<file path="src/rtl/core/parabolic_sine_cosine_core_defines.svh">
// Assertion macros for the parabolic sine/cosine core.
// Used by the pipeline control; no other dependencies.
`ifndef PARABOLIC_SINE_COSINE_CORE_DEFINES_SVH
`define PARABOLIC_SINE_COSINE_CORE_DEFINES_SVH

// Same-cycle implication, disabled while reset is asserted.
`define PSC_ASSERT_IMPLY(lbl, clk, rst_n, ante, cons) \
	lbl: assert property (@(posedge clk) disable iff (!rst_n) (ante) |-> (cons)) \
		else $error("pipeline check failed (same cycle)");

// Next-cycle implication, disabled while reset is asserted.
`define PSC_ASSERT_NEXT(lbl, clk, rst_n, ante, cons) \
	lbl: assert property (@(posedge clk) disable iff (!rst_n) (ante) |=> (cons)) \
		else $error("pipeline check failed (next cycle)");

`endif

</file>
<file path="src/rtl/core/psc_pkg.sv">
// Shared types and constants for the parabolic sine/cosine core.
// No dependencies.
`default_nettype none

package psc_pkg;

	localparam int ANGLE_W = 18;
	localparam int VALUE_W = 16;
	localparam int WORK_BITS = 24;

	localparam int DEF_ANGLE_FRAC_BITS = 13;
	localparam int DEF_RESULT_FRAC_BITS = 15;

	// Function select
	localparam logic OP_SINE = 1'b0;
	localparam logic OP_COSINE = 1'b1;

	// Q.24 constants, round to nearest (K_PI rounded down)
	localparam logic signed [27:0] K_HALF_PI = 28'sd26353589;
	localparam logic signed [27:0] K_PI = 28'sd52707178;
	localparam logic signed [27:0] K_TWO_PI = 28'sd105414357;
	localparam logic signed [25:0] K_FOUR_OVER_PI = 26'sd21361415;
	localparam logic signed [23:0] K_FOUR_OVER_PI_SQ = 24'sd6799550;
	localparam logic signed [22:0] K_REFINE = 23'sd3774874;

	// Datapath widths after clamping
	localparam int XW = 29;  // angle, +-8 rad
	localparam int YW = 27;  // parabola, +-2.0
	localparam int ZW = 28;  // y*|y|
	localparam int DW = 29;  // z - y
	localparam int FW = 30;  // refined value

	localparam logic signed [XW-1:0] X_LIMIT = 29'sd134217728;
	localparam logic signed [32:0] Y_LIMIT = 33'sd33554432;

	localparam int NUM_STAGES = 12;

	typedef struct packed {
		logic [NUM_STAGES-1:0] load;
		logic [NUM_STAGES-1:0] valid;
	} pipe_ctl_t;

endpackage

`default_nettype wire

</file>
<file path="src/rtl/core/psc_pipe_ctrl.sv">
// Valid tracking and per-stage load enables for the core pipeline.
// Depends on psc_pkg and parabolic_sine_cosine_core_defines.svh.
`default_nettype none
`include "parabolic_sine_cosine_core_defines.svh"

module psc_pipe_ctrl (
	input  logic              clk,
	input  logic              arst_n,
	input  logic              in_valid,
	output logic              in_ready,
	input  logic              out_ready,
	output psc_pkg::pipe_ctl_t ctl
);
	import psc_pkg::*;

	logic [NUM_STAGES-1:0] valid_q;
	logic [NUM_STAGES-1:0] load;
	logic                  in_fire;
	logic                  out_fire;

	// A stage may load when some stage at or after it has a hole,
	// or when the output request is being taken.
	always_comb begin
		for (int k = 0; k < NUM_STAGES; k++) begin
			load[k] = out_ready || (((~valid_q) >> k) != '0);
		end
	end

	assign in_ready = load[0];
	assign in_fire = in_valid && in_ready;
	assign out_fire = valid_q[NUM_STAGES-1] && out_ready;

	always_ff @(posedge clk or negedge arst_n) begin
		if (!arst_n) begin
			valid_q <= '0;
		end else begin
			if (load[0]) begin
				valid_q[0] <= in_valid;
			end
			for (int k = 1; k < NUM_STAGES; k++) begin
				if (load[k]) begin
					valid_q[k] <= valid_q[k-1];
				end
			end
		end
	end

	assign ctl.load = load;
	assign ctl.valid = valid_q;

	`PSC_ASSERT_IMPLY(a_stall_only_when_full, clk, arst_n, !in_ready, (&valid_q) && !out_ready)
	`PSC_ASSERT_NEXT(a_count_hold, clk, arst_n, !in_fire && !out_fire, $countones(valid_q) == $past($countones(valid_q)))
	`PSC_ASSERT_NEXT(a_count_up, clk, arst_n, in_fire && !out_fire, $countones(valid_q) == $past($countones(valid_q)) + 1)
	`PSC_ASSERT_NEXT(a_count_down, clk, arst_n, out_fire && !in_fire, $countones(valid_q) == $past($countones(valid_q)) - 1)

endmodule

`default_nettype wire

</file>
<file path="config.mk">
export PLATFORM = sky130hd
export DESIGN_NAME = psc_pipe_ctrl
export DESIGN_NICKNAME = d
export VERILOG_FILES = /design/src/rtl/core/psc_pkg.sv /design/src/rtl/core/psc_pipe_ctrl.sv
export VERILOG_INCLUDE_DIRS = /design/src /design/src/rtl/core
export SDC_FILE = /design/constraint.sdc
export NUM_CORES = 1
export LEC_CHECK = 0
export BUFFER_PORTS_ARGS = -buffer_cell sky130_fd_sc_hd__buf_2
export CAP_MARGIN = 20
export CORE_AREA = 2 2 39 41
export CTS_BUF_LIST = sky130_fd_sc_hd__clkbuf_16
export CTS_CLUSTER_SIZE = 24
export DETAILED_ROUTE_END_ITERATION = 10
export DIE_AREA = 0 0 41 43
export PLACE_DENSITY = 0.73
export REMOVE_ABC_BUFFERS = 1
export SLEW_MARGIN = 25
export SYNTH_ARGS = -nofsm -noshare
export SYNTH_HDL_FRONTEND = slang
export SYNTH_SLANG_ARGS = --single-unit
export TNS_END_PERCENT = 50
</file>
<file path="constraint.sdc">
create_clock -name clk -period 1.62 [get_ports clk]
set_input_delay 0.324 -clock clk [delete_from_list [all_inputs] [get_ports clk]]
set_output_delay 0.324 -clock clk [all_outputs]
set_load 0.05 [all_outputs]
</file>
After elaboration in Yosys (flattened, before gate mapping). Cells that the tools add are included. W data, S select, Z words.

Flip-flop bits (word level): 12. Output and inout bits: 25. Bits of input ports: 4. Logic and storage cells: 36.

Reductions and logical operators: 23. Bitwise gates (word level): 1.

Operators with widths (number): $reduce_bool A12 Y1 (11); $logic_or A1 B1 Y1 (12); $not A12 Y12 (1).

Depth between registers and ports, before layout. Gate-level depths: netlist of run 1.

Depth after elaboration: 3. Gate-level depth with buffers: 5. Depth with buffers taken out: 3.

Worst setup path before layout of run 1. OpenSTA, ideal clock, no wires.

Kind: register to output. From: register valid_q[10]. To: output port ctl[12] (netlist name). Cell stages (with the launch flop): 6. Path buffers: 2. Data required time: 1.296 ns. Arrival: 2.178 ns. Slack: -0.882 ns. Cell sequence: dfrtp_1 -> nand4b_4 -> nor2_4 -> buf_6 -> nand3_1 -> buf_4.

Word-level cells in the longest chain between the ends: 3.

RTL lines: start, declared (line psc_pipe_ctrl.sv:16) `logic [NUM_STAGES-1:0] valid_q;`; start signal, assigned by index (line psc_pipe_ctrl.sv:42) `valid_q[k] <= valid_q[k-1];`; $not A12 Y12 (line psc_pipe_ctrl.sv:25) `load[k] = out_ready || (((~valid_q) >> k) != '0);`; $reduce_bool A12 Y1 (line psc_pipe_ctrl.sv:25); $logic_or A1 B1 Y1 (line psc_pipe_ctrl.sv:25); end, declared (line psc_pipe_ctrl.sv:12) `output psc_pkg::pipe_ctl_t ctl`.

No other way between the ends.

Final worst setup path of run 1.
From: register valid_q[9]. To: output port in_ready.

Word-level cells in the longest chain between the ends: 3.

RTL lines: $not A12 Y12 (line psc_pipe_ctrl.sv:25); $reduce_bool A12 Y1 (line psc_pipe_ctrl.sv:25); $logic_or A1 B1 Y1 (line psc_pipe_ctrl.sv:25); end, declared (line psc_pipe_ctrl.sv:10) `output logic in_ready,`.

No other way between the ends.

==> results of run 1 <==
==> area by class of cell <==
cell class              count  area (sq um)
fillers                   118         499.2
flip-flops and latches     12         300.3
repair buffers             38         249.0
multi-input cells          29         229.0
clock buffers               3         75.07
well taps                  16         20.02
inverters                   2         7.507
clock inverters             1         3.754
==> metal layers <==
layer	vias up	GRT usage	share of wire
li1	238	-	-
met1	234	0.1667	0.41
met2	20	0.2469	0.53
met3	0	0.05236	0.061
met4	0	0.07333	0
met5	-	0	0
==> report_power, final <==
group	total (uW)	switching [uW]	internal, uW	leakage, uW
combinational	559	398	161	0.000254
clock	442	118	324	0.0000385
sequential	388	46.4	342	0.000131
total	1390	562	827	0.000423
==> through the flow <==
stage,cell area [sq um],hold WS (ns),power (uW)
finish,884.6,0.2848,1389
global route,884.6,0.3008,1457
CTS,842.1,0.2869,1363
detailed placement,689.4,0.2154,866.4
global placement,689.4,0.2088,861.7
floorplan,506.7,0.02841,749.5
==> final timing paths <==
check | end | slack [ns]
hold / removal | valid_q[0] | 0.28
setup / recovery | in_ready | -0.04
hold reg to reg | valid_q[7] | 0.49
min in group asynchronous | valid_q[7] | 0.51
setup reg to reg | valid_q[2] | 0.40
max in group asynchronous | valid_q[11] | 0.89
==> layout by cell type, fill, tap and decap left out <==
master	netlist	final
dlygate4sd3_1	0	1
nor2_4	1	3
clkinv_1	0	1
buf_2	1	23
nand3b_1	1	1
buf_4	1	9
nand2_1	4	4
nand4b_4	1	1
or2_2	2	2
inv_1	2	2
nand2b_1	2	2
dfrtp_1	12	12
a41o_1	1	1
and3_2	0	1
nand3_2	0	2
a31o_2	2	2
nand4_1	1	1
a21o_1	3	3
and3_1	2	1
buf_6	1	5
or2b_1	2	2
clkbuf_16	0	3
a31o_1	1	1
nand3_1	4	2
==> timing repair <==
item                                   CTS  global route
setup endpoints to repair                8            10
cloned                                   1             0
pin swaps                                1             4
setup buffers                            4             2
hold buffers                             1             0
endpoints found under the hold margin   12             0
resized for setup                        9             7
==> logic make-up (layout without fill, tap and decap cells) <==
family / Yosys count / count (layout)
AND/OR/NAND/NOR: 21 / 22
flip-flops: 12 / 12
buffers and inverters: 5 / 44
AO/OA/AOI/OAI: 7 / 7
==> summary.md, run 1 <==
| Metric | Value |
|---|---|
| First drt pass iteration count | `2` |
| Row cnt | `14` |
| Die Ht | `43 um` |
| Buf/Inv on CP | `1` |
| Crit Reg-Reg Startpoint | `valid_q[8]` |
| Share of layout cells above drive strength 1 | `0.6000` |
| Slew @ Worst Pin | `0.2723 ns` |
| Vias per cell | `4.871` |
| Fin. max-slew vios | `0` |
| Total Wirelength | `1438 um` |
| Final Cycle Share | `1.028` |
| Final hold violation count | `0` |
| H-Tree Depth | `1` |
| Min Tclk post-route | `1.665 ns` |
| Crit start category | `register` |
| Static Leak | `0.0004230 uW` |
| WS Path Type | `register to output port` |
| Top-count cell post-synth | `dfrtp_1` |
| TNS Setup | `-0.1825 ns` |
| CP peak stage delay | `0.39 ns` |
| Yosys warnings | `0` |
| Starting DRT DRC Count | `5` |
| Vias in the first global route | `428` |
| Post-synthesis mux area share | `0` |
| Hold Startpoint | `in_valid` |
| Slowest cell on crit path | `dfrtp_1` |
| First-pass GRT wire length | `1780 um` |
| Starting Density | `0.3834` |
| Initial antenna violation count | `0` |
| CTS tree | `built` |
| Mapped Area | `530.5 sq um` |
| Largest family of logic cells by synthesized area | `simple AND/OR/NAND/NOR gates` |
| Largest cells by area after synthesis | `dfrtp_1 57%, nand4b_4 4.5%, a21o_1 4.2%, nand3_1 3.8%, a31o_2 3.3%` |
| Avg Cell Area, Syn | `11.79 sq um` |
| Top reg by flops | `valid_q` |
| Largest area contributor in the netlist | `dfrtp_1` |
| Reg2reg path depth | `5` |
| # Max-Cap Violations | `0` |
| Required time of the critical path | `1.30 ns` |
| Post-synthesis compound-gate area fraction | `0.1108` |
| Main synth FF type | `dfrtp_1` |
| GPL Wtd Cong | `0.7122` |
| Post-synth top cells | `12 x dfrtp_1, 4 x nand2_1, 4 x nand3_1` |
| Post-synth ARST share | `1.000` |
| Worst Setup SP | `valid_q[9]` |
| Worst Setup End Kind | `output port` |
| Synth Register Bits | `12` |
| Final WS setup | `-0.04487 ns` |
| Register area share after synthesis | `0.5660` |
| ANT nets after route | `0` |
| Outcome | `finished with violations` |
| Pre-CTS WS | `0.05467 ns` |
| Hold path depth | `2` |
| Post-route insts no fill | `101` |
| Cell-by-cell trace of the critical path | `nand4b_4 -> nor2_4 -> nand3_2 -> buf_6` |
| Largest register FFs | `12` |
| Number of synthesized flops with an enable pin | `0` |
| Final setup vio count | `6` |
| Worst EP arrival | `1.34 ns` |
| Synth cell types | `20` |
| Worst Hold Class | `input port to register` |
| Max IR drop VDD | `0.6772 mV` |
| Max FO, Critical Path | `5` |
| Worst-path clk slew | `0.04 ns` |
| Final Skew | `0.0006399 ns` |
| Worst skew pair latency | `0.23 ns` |
| Failing checks | `negative setup slack` |
| Simple-gate share of the synthesized area | `0.2642` |
| DRC | `0` |
| Core area | `1384 sq um` |
| GR Overflow Total | `0` |
| Clock tree buffer depth | `2` |
| Via Count | `492` |
| Nets@finish | `90` |
| Max frequency | `600.6 MHz` |
| Unrepaired setup endpoints after global routing | `true` |
| Port bufs | `28` |
| Adder-cell share of the synthesized area | `0` |
| Num CTS Buffers | `3` |
| Synth-to-layout area growth | `66.75%` |
| I/O pins | `29` |
| Registers with the most flip-flops | `valid_q (12)` |
| Synth Instances | `45` |
| Clock sinks | `12` |
| Root buffer cell | `clkbuf_16` |
| Slew headroom | `0.8185` |
| Dpl cells | `89` |
| Power density cells | `1570 nW/um^2` |
| Largest net degree at the start of global routing | `13` |
| Antenna cells | `0` |
| Die Footprint | `1763 sq um` |
| Die W | `41 um` |
| Final core utilization | `0.6392` |
| Crit path max-delay family | `simple AND/OR/NAND/NOR gates` |
| Post-Synth XOR/XNOR Area | `0` |
| DP HPWL | `828.8 um` |
| CP Depth | `4` |
| Yosys top cell area share | `0.5660` |
| GRT Resource Usage Total | `0.1522` |
| WL per Instance | `14.24 um` |
Power figures use the tool's default switching activity.
==> run 2: changes to the inputs <==
--- a/config.mk
+++ b/config.mk
@@ -14,6 +14,7 @@
 export DETAILED_ROUTE_END_ITERATION = 10
 export DIE_AREA = 0 0 41 43
 export PLACE_DENSITY = 0.73
+export RECOVER_POWER = 50
 export REMOVE_ABC_BUFFERS = 1
 export SLEW_MARGIN = 25
 export SYNTH_ARGS = -nofsm -noshare
==> summary.md, run 2 (same netlist as run 1, synthesis figures left out) <==
| Metric | Value |
|---|---|
| Area of the multi-input gates | `229.0 sq um (unchanged)` |
| Max frequency | `600.7 MHz (about the same)` |
| Die W | `41 um (unchanged)` |
| Met1 WL | `591 um (-0.34%)` |
| Hold Startpoint | `in_valid` |
| Clk pwr share | `0.318 (about the same)` |
| GRT Resource Usage Total | `0.1522 (unchanged)` |
| Most common cell after layout, fill and taps aside | `buf_2` |
| Port bufs | `28 (unchanged)` |
| GPL Wtd Cong | `0.7122 (unchanged)` |
| Final setup vio count | `6 (unchanged)` |
| Max FO, Critical Path | `5 (unchanged)` |
| Total Wirelength | `1436 um (-0.14%)` |
| Power density cells | `1572 nW/um^2 (+0.11%)` |
| Internal Power | `826.8 uW (about the same)` |
| Crit Reg-Reg Startpoint | `valid_q[8]` |
| Largest register FFs | `12 (unchanged)` |
| Final Skew | `0.0006399 ns (unchanged)` |
| Core area | `1384 sq um (unchanged)` |
| Slew headroom | `0.5677 (-0.2507)` |
| GR Overflow Total | `0 (unchanged)` |
| Min Tclk post-route | `1.665 ns (-0.00002340 ns)` |
| NetSw | `561.9 uW (about the same)` |
| Initial antenna violation count | `0 (unchanged)` |
| Top reg by flops | `valid_q` |
| Final Cycle Share | `1.028 (about the same)` |
| CTS tree | `built` |
| Commonest cells after routing, fill and taps aside | `22 x buf_2, 12 x dfrtp_1, 9 x buf_4` |
| WL per Instance | `14.22 um (-0.14%)` |
| Cell-by-cell trace of the critical path | `nand4b_4 -> nor2_4 -> nand3_2 -> buf_6` |
| Slowest cell on crit path | `dfrtp_1` |
| Starting DRT DRC Count | `5 (unchanged)` |
| Combinational fraction of design power | `0.402 (about the same)` |
| Largest net degree at the start of global routing | `13 (unchanged)` |
| Fin area | `883.3 sq um (-0.14%)` |
| Worst Hold Class | `input port to register` |
| Synth-to-layout area growth | `66.51%` |
| Worst skew pair latency | `0.23 ns (about the same)` |
| Clock tree buffer depth | `2 (unchanged)` |
| Placed Area | `689.4 sq um (unchanged)` |
| Static Leak | `0.0004203 uW (-0.65%)` |
| Share of layout cells above drive strength 1 | `0.5882 (-0.01176)` |
| Die Ht | `43 um (unchanged)` |
| I/O pins | `29 (unchanged)` |
| Vias per cell | `4.871 (unchanged)` |
| Antenna cells | `0 (unchanged)` |
| Root buffer cell | `clkbuf_16` |
| Pre-CTS WS | `0.05467 ns (unchanged)` |
| Max IR drop VDD | `0.6772 mV (about the same)` |
| DRC | `0 (unchanged)` |
| Nets@finish | `90 (unchanged)` |
| Sequential power share | `0.280 (about the same)` |
| TNS Setup | `-0.1822 ns (+0.0002970 ns)` |
| Final WS setup | `-0.04485 ns (+0.00002340 ns)` |
| H-Tree Depth | `1 (unchanged)` |
| ANT nets after route | `0 (unchanged)` |
| Required time of the critical path | `1.30 ns (about the same)` |
| First-pass GRT wire length | `1780 um (unchanged)` |
| Unrepaired setup endpoints after global routing | `true` |
| Met2 wire length | `757 um (unchanged)` |
| Die Footprint | `1763 sq um (unchanged)` |
| # Max-Cap Violations | `0 (unchanged)` |
| CP peak stage delay | `0.39 ns (about the same)` |
| Failing checks | `negative setup slack` |
| Top Metal Used | `met3` |
| Worst Setup End Kind | `output port` |
| Crit start category | `register` |
| Final hold violation count | `0 (unchanged)` |
| Register area | `300.3 sq um (unchanged)` |
| Clock sinks | `12 (unchanged)` |
| First drt pass iteration count | `2 (unchanged)` |
| DP HPWL | `828.8 um (unchanged)` |
| Outcome | `finished with violations` |
| Starting Density | `0.3834 (unchanged)` |
| WS Path Type | `register to output port` |
| Worst Setup SP | `valid_q[9]` |
| Worst EP arrival | `1.34 ns (about the same)` |
| Net Sw Frac | `0.4047 (about the same)` |
| Worst-path clk slew | `0.04 ns (about the same)` |
| # fillers | `118 (unchanged)` |
| Registers with the most flip-flops | `valid_q (12)` |
| Vias in the first global route | `428 (unchanged)` |
| Slew @ Worst Pin | `0.6484 ns (+0.3761 ns)` |
| WL met3 | `87 um (unchanged)` |
| Final Power | `1389 uW (about the same)` |
| Fin. max-slew vios | `0 (unchanged)` |
| Via Count | `492 (unchanged)` |
| Num CTS Buffers | `3 (unchanged)` |
| Row cnt | `14 (unchanged)` |
run 2: cell count changes in the layout (fill, tap and decap cells not counted):
cell	before	now
buf_2	23	22
clkbuf_1	0	1
run 2: cell type report:
cell class,instances,area share
Clock buffer,3,0.08499
Sequential cell,12,0.3399
Timing Repair Buffer,38,0.2805
Multi-Input combinational cell,29,0.2592
Tap cell,16,0.02266
Clock inverter,1,0.004249
Inverter,2,0.008499
run 2: worst max-delay path: cells and delay by family (launching register included):
family / cells / cell delay (ns)
DFF: 1 / 0.39
buffers and inverters: 1 / 0.18
and+or+nand+nor: 3 / 0.52
run 2: final timing paths:
path                       slack (ns)  cells after the start          end
setup / recovery                -0.04                      4     in_ready
hold / removal                   0.28                      2   valid_q[0]
setup reg to reg                 0.40                      5   valid_q[2]
hold reg to reg                  0.49                      1   valid_q[7]
max in group asynchronous        0.56                      2  valid_q[11]
min in group asynchronous        0.64                      2   valid_q[7]
run 2: timing repair:
action,in CTS,in global routing
hold buffers,1,0
cloned,1,0
setup endpoints to repair,8,10
endpoints found under the hold margin,12,0
resized for setup,9,7
pin swaps,1,4
buffers inserted,4,2
run 2: per-layer routing:
layer / global-route usage / up-vias
met4: 0.07333 / 0
met5: 0 / -
met3: 0.05236 / 0
li1: - / 238
met2: 0.2469 / 20
met1: 0.1667 / 234
run 2: power by group through the flow:
stage	clock, uW	combinational [uW]	sequential, uW
after global placement	0	473	388
after detailed placement	0	476	391
after CTS	445	529	389
after floorplan	0	217	533
after global routing	471	592	394
final	442	559	388
run 2: through the flow:
step | hold slack [ns] | instances | util
after floorplan | 0.02841 | 42 | -
after global placement | 0.2088 | 89 | 0.4982
after detailed placement | 0.2154 | 89 | 0.4982
after CTS | 0.2869 | 99 | 0.6085
after global routing | 0.3008 | 101 | 0.6383
final | 0.2848 | 101 | 0.6383
==> run 3: changes to the inputs <==
--- a/config.mk
+++ b/config.mk
@@ -9,7 +9,7 @@
 export BUFFER_PORTS_ARGS = -buffer_cell sky130_fd_sc_hd__buf_2
 export CAP_MARGIN = 20
 export CORE_AREA = 2 2 39 41
-export CTS_BUF_LIST = sky130_fd_sc_hd__clkbuf_16
+export CTS_BUF_LIST = sky130_fd_sc_hd__clkbuf_4
 export CTS_CLUSTER_SIZE = 24
 export DETAILED_ROUTE_END_ITERATION = 10
 export DIE_AREA = 0 0 41 43
==> summary.md, run 3 (same netlist as run 1, synthesis figures left out) <==
| Metric | Value |
|---|---|
| Outcome | `finished with violations` |
| Failing checks | `negative setup slack` |
| Hold Startpoint | `in_valid` |
| GRT Resource Usage Total | `0.1721 (+0.01990)` |
| # Max-Cap Violations | `0 (unchanged)` |
| Vias in the first global route | `465 (+8.6%)` |
| WHS | `0.2466 ns (-0.03820 ns)` |
| Slowest cell on crit path | `dfrtp_1` |
| Crit start category | `register` |
| Total Wirelength | `1332 um (-7.2%)` |
| Final Power | `1125 uW (-19%)` |
| DRC | `0 (unchanged)` |
| Worst-path clk slew | `0.07 ns (+0.03 ns)` |
| Final hold violation count | `0 (unchanged)` |
| Share of layout cells above drive strength 1 | `0.5882 (unchanged)` |
| Clock tree buffer depth | `2 (unchanged)` |
| Buf/Inv on CP | `1 (unchanged)` |
| Final Cycle Share | `1.038 (+0.01047)` |
| WL per Instance | `13.19 um (-7.2%)` |
| TNS Setup | `-0.2615 ns (-0.07926 ns)` |
| Fin. max-slew vios | `0 (unchanged)` |
| Slew @ Worst Pin | `0.6554 ns (+0.006927 ns)` |
| WS Path Type | `register to output port` |
| Nets@finish | `90 (unchanged)` |
| Via Count | `506 (+2.8%)` |
| Worst skew pair latency | `0.27 ns (+0.04 ns)` |
| Static Leak | `0.0004052 uW (-3.6%)` |
| Max IR drop VDD | `0.6266 mV (-7.5%)` |
| Row cnt | `14 (unchanged)` |
| H-Tree Depth | `1 (unchanged)` |
| Starting Density | `0.3834 (unchanged)` |
| Commonest cells after routing, fill and taps aside | `20 x buf_2, 12 x dfrtp_1, 9 x buf_4` |
| First-pass GRT wire length | `2001 um (+12%)` |
| Die Footprint | `1763 sq um (unchanged)` |
| Top reg by flops | `valid_q` |
| Num CTS Buffers | `3 (unchanged)` |
| Max frequency | `594.6 MHz (-1.0%)` |
| Final core utilization | `0.6085 (-0.02984)` |
| Worst Hold Class | `input port to register` |
| CP peak stage delay | `0.42 ns (+0.03 ns)` |
| Crit path max-delay family | `simple AND/OR/NAND/NOR gates` |
| Crit Reg-Reg Startpoint | `valid_q[11]` |
| First drt pass iteration count | `4 (+2)` |
| GPL Wtd Cong | `0.7122 (unchanged)` |
| Most common cell after layout, fill and taps aside | `buf_2` |
| Antenna cells | `0 (unchanged)` |
| Core area | `1384 sq um (unchanged)` |
| Synth-to-layout area growth | `58.73%` |
| Worst EP arrival | `1.36 ns (+0.02 ns)` |
| Largest register FFs | `12 (unchanged)` |
| Unrepaired setup endpoints after global routing | `true` |
| Power density cells | `1336 nW/um^2 (-15%)` |
| Final WS setup | `-0.06181 ns (-0.01696 ns)` |
| Largest net degree at the start of global routing | `13 (unchanged)` |
| Initial antenna violation count | `0 (unchanged)` |
| Root buffer cell | `clkbuf_4` |
| Die W | `41 um (unchanged)` |
| CTS tree | `built` |
| DP HPWL | `828.8 um (unchanged)` |
| Max FO, Critical Path | `5 (unchanged)` |
| GR Overflow Total | `0 (unchanged)` |
| Clock sinks | `12 (unchanged)` |
| I/O pins | `29 (unchanged)` |
| Registers with the most flip-flops | `valid_q (12)` |
| Final setup vio count | `7 (+1)` |
| Min Tclk post-route | `1.682 ns (+0.01696 ns)` |
| Worst Setup End Kind | `output port` |
| Slew headroom | `0.5631 (-0.004617)` |
| Worst Setup SP | `valid_q[11]` |
| Cell-by-cell trace of the critical path | `nand4b_4 -> nor2_4 -> nand4_1 -> buf_6` |
| Final Skew | `0.006926 ns (+0.006286 ns)` |
| Required time of the critical path | `1.30 ns (about the same)` |
| Starting DRT DRC Count | `5 (unchanged)` |
| ANT nets after route | `0 (unchanged)` |
| Vias per cell | `5.010 (+2.8%)` |
| Die Ht | `43 um (unchanged)` |
| Port bufs | `28 (unchanged)` |
## run 3: worst paths after layout
kind	to	slack [ns]	cells after the start
max in group asynchronous	valid_q[4]	0.59	2
min reg2reg	valid_q[7]	0.49	1
min in group asynchronous	valid_q[10]	0.60	2
min	valid_q[0]	0.25	2
max	ctl[13]	-0.06	4
max reg2reg	valid_q[2]	0.38	5
## run 3: worst reg2reg max path, cell delays in order (launching register included)
cell and delay, ns:
dfrtp_1 0.43, nand4b_4 0.16, nor2_4 0.06, buf_4 0.13, buf_4 0.12, a31o_2 0.22
## run 3: timing repair
item / in CTS / in global routing
setup endpoints to repair: 10 / 10
hold endpoints to repair: 12 / 0
gates cloned: 1 / 0
pin swaps: 5 / 1
buffers inserted: 5 / 1
hold buffers: 1 / 0
gates resized for setup: 19 / 1
## run 3: power breakdown
part | internal [uW] | switching, uW | leakage (uW)
sequential | 340 | 45.6 | 0.000131
combinational | 168 | 390 | 0.000259
clock | 89.0 | 92.5 | 0.0000154
## run 3: metal layers
| layer | wire length, um | vias up | GRT usage |
|---|---|---|---|
| met5 | 0 | - | 0 |
| met4 | 0 | 0 | 0.1000 |
| met3 | 87 | 0 | 0.03141 |
| met1 | 520 | 246 | 0.1919 |
| met2 | 724 | 22 | 0.2844 |
| li1 | - | 238 | - |
## run 3: through the flow
stage                     cell area [sq um]  setup slack [ns]  cells
after detailed placement              689.4           0.05467     89
after floorplan                       506.7           -0.8398     42
after global routing                  842.1           -0.1505    101
after global placement                689.4            0.1052     89
after CTS                             832.0          -0.05032    100
final                                 842.1          -0.06181    101
## run 3: cell type report
| type | count | area (sq um) |
|---|---|---|
| sequential | 12 | 300.3 |
| inverter | 2 | 7.507 |
| tap | 16 | 20.02 |
| timing repair buffer | 38 | 264.0 |
| multi-input combinational | 29 | 224.0 |
| clock buffer | 3 | 22.52 |
| clock inverter | 1 | 3.754 |
| fill | 129 | 541.8 |
